$ cat config.mk
export PLATFORM = sky130hd
export DESIGN_NAME = pdcc_norm
export DESIGN_NICKNAME = d
export VERILOG_FILES = /design/src/hw/rtl/pdcc_pkg.sv /design/src/hw/rtl/pdcc_norm.sv
export SDC_FILE = /design/constraint.sdc
export NUM_CORES = 2
export LEC_CHECK = 0
export ABC_AREA = 0
export BUFFER_PORTS_ARGS = -buffer_cell sky130_fd_sc_hd__buf_2
export CAP_MARGIN = 5
export CORE_UTILIZATION = 60
export DETAILED_ROUTE_END_ITERATION = 16
export MAX_ROUTING_LAYER = met4
export PLACE_DENSITY = 0.77
export SYNTH_ARGS = -nofsm -noshare
export SYNTH_HDL_FRONTEND = slang
export SYNTH_SLANG_ARGS = --single-unit
export TNS_END_PERCENT = 1
$ cat constraint.sdc
create_clock -name clk -period 16 [get_ports clk]
set_input_delay 0.8 -clock clk [delete_from_list [all_inputs] [get_ports clk]]
set_output_delay 0.8 -clock clk [all_outputs]
set_load 0.1 [all_outputs]
$ cat src/hw/rtl/pdcc_pkg.sv
// ----------------------------------------------------------------------------
// pdcc_pkg
// shared widths, payload structs and register codes for the dir coupler
// exposure correction pipeline
// ----------------------------------------------------------------------------
`default_nettype none

package pdcc_pkg;

  // sample and fixed point layout
  localparam int SAMPLE_WIDTH = 16;
  localparam int FRAC_BITS    = 12;
  localparam int INV_W        = 16;
  localparam int SHIFT_W      = 16;
  localparam int COEF_W       = 18;
  localparam int NUM_CH       = 3;
  localparam int ROW_W        = NUM_CH * COEF_W;

  // normalize path widths
  localparam int NORM_W   = 20;
  localparam int PROD_W   = SAMPLE_WIDTH + INV_W;
  localparam int SQ_W     = 2 * NORM_W - FRAC_BITS;
  localparam int SHPROD_W = SHIFT_W + SQ_W + 1;
  localparam int BENT_W   = SHPROD_W - FRAC_BITS;

  // matrix path widths
  localparam int CPROD_W   = BENT_W + COEF_W;
  localparam int ACC_W     = CPROD_W + 3;
  localparam int OUT_SHIFT = 16;

  // pipeline depth
  localparam int NORM_STAGES    = 6;
  localparam int COUPLER_STAGES = 3;
  localparam int NUM_STAGES     = NORM_STAGES + COUPLER_STAGES;

  localparam int CFG_ADDR_W = 3;

  typedef logic [NUM_STAGES-1:0] stage_en_t;

  typedef enum logic [CFG_ADDR_W-1:0] {
    REG_ROW_CYAN    = 3'd0,
    REG_ROW_MAGENTA = 3'd1,
    REG_ROW_YELLOW  = 3'd2,
    REG_INV_CYAN    = 3'd3,
    REG_INV_MAGENTA = 3'd4,
    REG_INV_YELLOW  = 3'd5,
    REG_SHIFT       = 3'd6
  } cfg_reg_t;

  typedef struct packed {
    logic signed [SAMPLE_WIDTH-1:0] raw_red;
    logic signed [SAMPLE_WIDTH-1:0] raw_green;
    logic signed [SAMPLE_WIDTH-1:0] raw_blue;
    logic        [SAMPLE_WIDTH-1:0] dens_cyan;
    logic        [SAMPLE_WIDTH-1:0] dens_magenta;
    logic        [SAMPLE_WIDTH-1:0] dens_yellow;
  } pix_t;

  typedef struct packed {
    logic signed [SAMPLE_WIDTH-1:0] fixed_red;
    logic signed [SAMPLE_WIDTH-1:0] fixed_green;
    logic signed [SAMPLE_WIDTH-1:0] fixed_blue;
  } res_t;

endpackage

`default_nettype wire

$ cat src/hw/rtl/pdcc_norm.sv
// ----------------------------------------------------------------------------
// pdcc_norm
// one density channel: scale by reciprocal, clamp, square, apply quadratic bend
// ----------------------------------------------------------------------------
`default_nettype none

module pdcc_norm
  import pdcc_pkg::*;
(
  input  wire logic                     clk,
  input  wire stage_en_t                en,
  input  wire logic [SAMPLE_WIDTH-1:0]  dens,
  input  wire logic [INV_W-1:0]         inv,
  input  wire logic signed [SHIFT_W-1:0] shift,
  output logic signed [BENT_W-1:0]      bent
);

  localparam int HALF = 1 << (FRAC_BITS - 1);
  localparam logic [NORM_W-1:0] NORM_MAX = '1;
  localparam int RND_W = PROD_W + 1 - FRAC_BITS;

  logic [PROD_W-1:0]         prod;
  logic [NORM_W-1:0]         norm1, norm2, norm3, norm4;
  logic [2*NORM_W-1:0]       nsq;
  logic [SQ_W-1:0]           sq;
  logic signed [SHPROD_W-1:0] shp;

  logic [PROD_W:0]            rnd;
  logic [NORM_W-1:0]          norm_next;
  logic [2*NORM_W:0]          sq_rnd;
  logic signed [SHPROD_W-1:0] shp_rnd;
  logic signed [BENT_W-1:0]   bent_next;

  always_comb begin
    rnd = {1'b0, prod} + (PROD_W + 1)'(HALF);
    // clamp to unsigned q8.12 before squaring
    if (rnd[PROD_W:FRAC_BITS] > RND_W'(NORM_MAX)) begin
      norm_next = NORM_MAX;
    end else begin
      norm_next = NORM_W'(rnd[PROD_W:FRAC_BITS]);
    end
    sq_rnd    = {1'b0, nsq} + (2 * NORM_W + 1)'(HALF);
    shp_rnd   = shp + $signed(SHPROD_W'(HALF));
    bent_next = $signed(shp_rnd[SHPROD_W-1:FRAC_BITS]) + $signed({1'b0, norm4});
  end

  always_ff @(posedge clk) begin
    if (en[0]) begin
      prod <= PROD_W'(dens * inv);
    end
    if (en[1]) begin
      norm1 <= norm_next;
    end
    if (en[2]) begin
      nsq   <= norm1 * norm1;
      norm2 <= norm1;
    end
    if (en[3]) begin
      sq    <= sq_rnd[FRAC_BITS +: SQ_W];
      norm3 <= norm2;
    end
    if (en[4]) begin
      shp   <= shift * $signed({1'b0, sq});
      norm4 <= norm3;
    end
    if (en[5]) begin
      bent <= bent_next;
    end
  end

endmodule

`default_nettype wire

Yosys cells after proc, flatten, opt, wreduce, memory -nomap -nowiden
Cells that the tools add are included.
Operators by class
  $add $sub $neg: 4
  multipliers: 3
  order comparisons: 1
Operators by type and width (number)
  adder 45 x 13 -> 45 bit (second input constant): 1
  multiplier 16 x 29 -> 45 bit: 1
  adder 40 x 12 -> 40 bit (second input constant): 1
  multiplier 20 x 20 -> 40 bit: 1
  adder 32 x 12 -> 33 bit (second input constant): 1
  adder 33 x 21 -> 33 bit: 1
  multiplier 16 x 16 -> 32 bit: 1
  > comparator 21 x 20 -> 1 bit (second input constant): 1
Word-level totals
  register bits: 258
  input bits: 58
  output and inout port bits: 33

Logic depth before layout (Yosys ltp)
  word-level depth: 2
  gate-level depth with buffers: 28
  depth with buffers taken out: 27

Worst setup path after synthesis
OpenSTA, ideal clock, no wires.
  path type: reg2reg
  start: reg norm1[10]
  end: reg nsq[39] (data pin)
  data arrival time: 6866 ps
  data required time: 15740 ps
  path slack: 8874 ps
  cell stages (with the launch flop): 29
  period minus slack after synthesis: 7126 ps
  path through: edfxtp_1 clkbuf_1 clkbuf_1 nand2_1 fa_1 inv_1 fa_1 inv_1 fa_1 inv_1 fa_1 inv_1 fa_1 inv_1 fa_1 inv_1 fa_1 inv_1 ha_1 a21oi_1 o21ai_0 o211ai_1 o311ai_0 a21oi_1 o21ai_0 o311ai_0 nand4b_1 a21oi_1 xnor2_1
On the way
  longest elaborated chain between the ends: 1
Ends and longest elaborated chain
  from (decl): RTL line pdcc_norm.sv:23  | logic [NORM_W-1:0] norm1, norm2, norm3, norm4;
  from (signal assigned): RTL line pdcc_norm.sv:52  | norm1 <= norm_next;
  multiplier 20 x 20 -> 40 bit: RTL line pdcc_norm.sv:55  | nsq <= norm1 * norm1;
  to (signal assigned): RTL line pdcc_norm.sv:55
  to (decl): RTL line pdcc_norm.sv:24  | logic [2*NORM_W-1:0] nsq;
No other way between the ends.
A chain may end at the register's enable or synchronous reset.

Final worst setup path
  start: reg norm1[4]
  end: reg nsq[37] (data pin)
Same word-level chain as after synthesis.

==> reports/qor.tcl <==
set qor(synthesis.area_sq_mm) 0.04283
set qor(crit_path_max_fanout) 20
set qor(groute.usage.overall) 0.2775
set qor(hold_path_startpoint) {norm3[5]}
set qor(postSynthRegisterBits) 225
set qor(number_of_global_route_vias_before_repair) 31840
set qor(post-cts-setup-buffers) 0
set qor(io_pins) 91
set qor(gp_congestion) 0.9195
set qor(setup_tns_ns) 0
set qor(die-height_microns) 269.2
set qor(edff_count_synth) 225
set qor(fmax_mhz) 119.8
set qor(use_met2) 0.4707
set qor(synth.net_count) 5707
set qor(drc_errors) 0
set qor(grt_pass1_wl_microns) 157300
set qor(unrepaired_setup_endpoints_after_global_routing) {no}
set qor(area_growth_pct) 4.759
set qor(fraction_of_final_layout_cells_sized_beyond_drive_strength_1) 0.03842
set qor(port-buffer-count) 87
set qor(cts-htree-levels) 1
set qor(finalMaxSlewViolations) 0
set qor(synth.avg_cell_area_sq_um) 9.742
set qor(overflow) 0
set qor(drt_wl_total_microns) 92530
set qor(dp_slack_ns) 7.895
set qor(drt-wirelength-per-cell_microns) 17.33
set qor(cts_made_buffers) 25
set qor(die_width_microns) 269.2
set qor(clock_sink_count) 225
set qor(cp_data_arrival_time_ns) 8.66
set qor(max-clock-path-buffers) 3
set qor(grt.busiest_layer) {met2}
set qor(drt_pass1_iterations) 8
set qor(run_status) {complete, no violations}
set qor(finalCriticalPeriod_ns) 8.349
set qor(endpoint_class_of_the_critical_path) {flip-flop}
set qor(clk_pin_slew_ns) 0.06
set qor(clock_tree.root_cell) {sky130_fd_sc_hd__clkbuf_16}
set qor(leading_cell_types_in_the_layout_fill_and_taps_excluded) {1058 x sky130_fd_sc_hd__inv_1, 833 x sky130_fd_sc_hd__fa_1, 586 x sky130_fd_sc_hd__nand2_1}
set qor(cts_hold_buf) 0
set qor(via_per_inst) 5.451
set qor(final_min_period_over_clock_period) 0.5218
set qor(synth_cells) 4396
set qor(initial_utilization) 0.6094
set qor(placeableCoreArea_sq_mm) 0.07027
set qor(global_routing_usage_on_met3) 0.03375
set qor(report.final.hold_viol_count) 0
set qor(rows) 97
set qor(fin_skew_ns) 0.01249
set qor(drv.max_cap_violation_count) 0
set qor(cts_tree) {yes}
set qor(globalRouteMet1Util) 0.3528
set qor(fp.dieArea_sq_mm) 0.07245
set qor(worstReg2RegStart) {norm1[4]}
set qor(postRouteAntennaNets) 0
set qor(criticalPathCategory) {reg2reg}
set qor(dr.first_iter.drc_count) 1855
set qor(asyncSetResetFlopFracSynth) 0
set qor(ys.warnings.count) 0
set qor(setup_slack_ns) 7.651
set qor(worst_pin_slew_ns) 1.177
set qor(clkLatencyLatePin_ns) 0.56
set qor(critPathRequiredTime_ns) 16.31
set qor(via_count) 29110
set qor(place.detailed.hpwl_microns) 73380
set qor(final_count_of_negative_setup_slack_endpoints) 0
set qor(critical_path_origin) {norm1[4]}
set qor(setup.worst_path.start_class) {flip-flop}
set qor(cts_resized) 0
set qor(maximum_number_of_pins_on_one_net_before_global_route_repair) 55
set qor(number_of_antenna_violations_at_the_first_check_in_global_routing) 4
set qor(ys_seq_area_frac) 0.1578
set qor(synthFlopType) {sky130_fd_sc_hd__edfxtp_1}
set qor(num-nets-final) 5693
set qor(synth_cell_type_count) 62
set qor(timing.hold.worst.class) {reg2reg}
set qor(max-slew-margin-rel) 0.2153
set qor(final_common_cell) {sky130_fd_sc_hd__inv_1}
## registers in the layout (all words and copies together) (netlist names)
| name | flops |
|---|---|
| prod | 21 |
| norm2 | 20 |
| norm1 | 20 |
| nsq | 29 |
| norm3 | 20 |
| norm4 | 20 |
| bent | 33 |
| shp | 34 |
| sq | 28 |
## critical path, cell delays in order, from the launching register on
cell and delay (ns):
sky130_fd_sc_hd__edfxtp_1 0.92, sky130_fd_sc_hd__inv_1 0.33, sky130_fd_sc_hd__nor2_1 0.27, sky130_fd_sc_hd__fa_1 0.49, sky130_fd_sc_hd__fa_1 0.46, sky130_fd_sc_hd__fa_1 0.56
sky130_fd_sc_hd__fa_1 0.45, sky130_fd_sc_hd__ha_1 0.35, sky130_fd_sc_hd__fa_1 0.54, sky130_fd_sc_hd__inv_1 0.05, sky130_fd_sc_hd__fa_1 0.53, sky130_fd_sc_hd__inv_1 0.04
sky130_fd_sc_hd__ha_1 0.29, sky130_fd_sc_hd__o21ai_0 0.27, sky130_fd_sc_hd__a21oi_1 0.13, sky130_fd_sc_hd__a22oi_1 0.58, sky130_fd_sc_hd__o311ai_0 0.24, sky130_fd_sc_hd__buf_4 0.21
sky130_fd_sc_hd__a21oi_1 0.23, sky130_fd_sc_hd__o21ai_0 0.18, sky130_fd_sc_hd__o311ai_0 0.49, sky130_fd_sc_hd__nand2b_1 0.16, sky130_fd_sc_hd__a21oi_1 0.20, sky130_fd_sc_hd__xnor2_1 0.08
## layer usage
layer  routed length, microns  vias up  share of wire
li1                         -    13220              -
met1                    37300    14690           0.40
met2                    46190      992           0.50
met3                     6309      204          0.068
met4                     2726        0          0.029
met5                        0        -              0
## layout make-up
type | instances | area (sq um)
fill | 5565 | 25410
clock buffer | 26 | 629.4
antenna | 1 | 2.502
timing repair buffer | 109 | 600.6
tap | 940 | 1176
sequential | 225 | 6756
multi-input combinational | 2963 | 31530
clock inverter | 18 | 195.2
inverter | 1058 | 3971
## metrics by stage
stage               area (sq um)  utilization  cells  hold slack [ns]
floorplan                  42830            -   4396           0.4003
global placement           44040       0.6267   5295           0.4010
detailed placement         44040       0.6267   5295           0.4045
CTS                        44860       0.6384   5339           0.4141
global route               44860       0.6384   5340           0.4206
finish                     44860       0.6384   5340           0.4116
## cells by family (layout without fill, tap and decap cells)
| kind of cell | after synthesis | after routing | synth area share |
|---|---|---|---|
| AO/OA/AOI/OAI | 254 | 254 | 0.03874 |
| adder cells (fa/ha/maj) | 1253 | 1253 | 0.5121 |
| multiplexers | 3 | 3 | 0.0007888 |
| AND/OR/NAND/NOR | 1254 | 1254 | 0.1440 |
| flip-flops | 225 | 225 | 0.1578 |
| XOR/XNOR | 199 | 199 | 0.04070 |
| other | 0 | 1 | 0 |
| buffers and inverters | 1208 | 1211 | 0.1059 |
## synthesized netlist by cell type (all sizes together) (10+ instances only)
library cell / instances / area [sq um]
clkbuf: 145 / 544.3
nor3: 23 / 120.1
a21o: 50 / 375.4
xor2: 66 / 578.1
ha: 420 / 5255
and4: 15 / 131.4
nand4: 33 / 221.5
and3: 22 / 137.6
and2: 358 / 2240
nand2b: 27 / 168.9
nand2: 586 / 2200
o21bai: 10 / 75.07
nor2: 99 / 371.6
nor2b: 22 / 137.6
xnor2: 133 / 1165
o21a: 14 / 105.1
o21ai: 40 / 200.2
inv: 1058 / 3971
fa: 833 / 16680
edfxtp: 225 / 6756
nand3: 42 / 215.2
a21oi: 77 / 385.4
## path summary, 6_finish.rpt
check                           endpoint  slack, ns  cells after the start
worst min register to register  norm4[5]       0.41                      0
worst max register to register   nsq[37]       7.65                     23
worst min-delay path            norm4[5]       0.41                      0
worst max-delay path             nsq[37]       7.65                     23
Power is left out: the tool's default activity adds up to more than one toggle a clock period on the data nets, which glitch-free logic cannot reach.
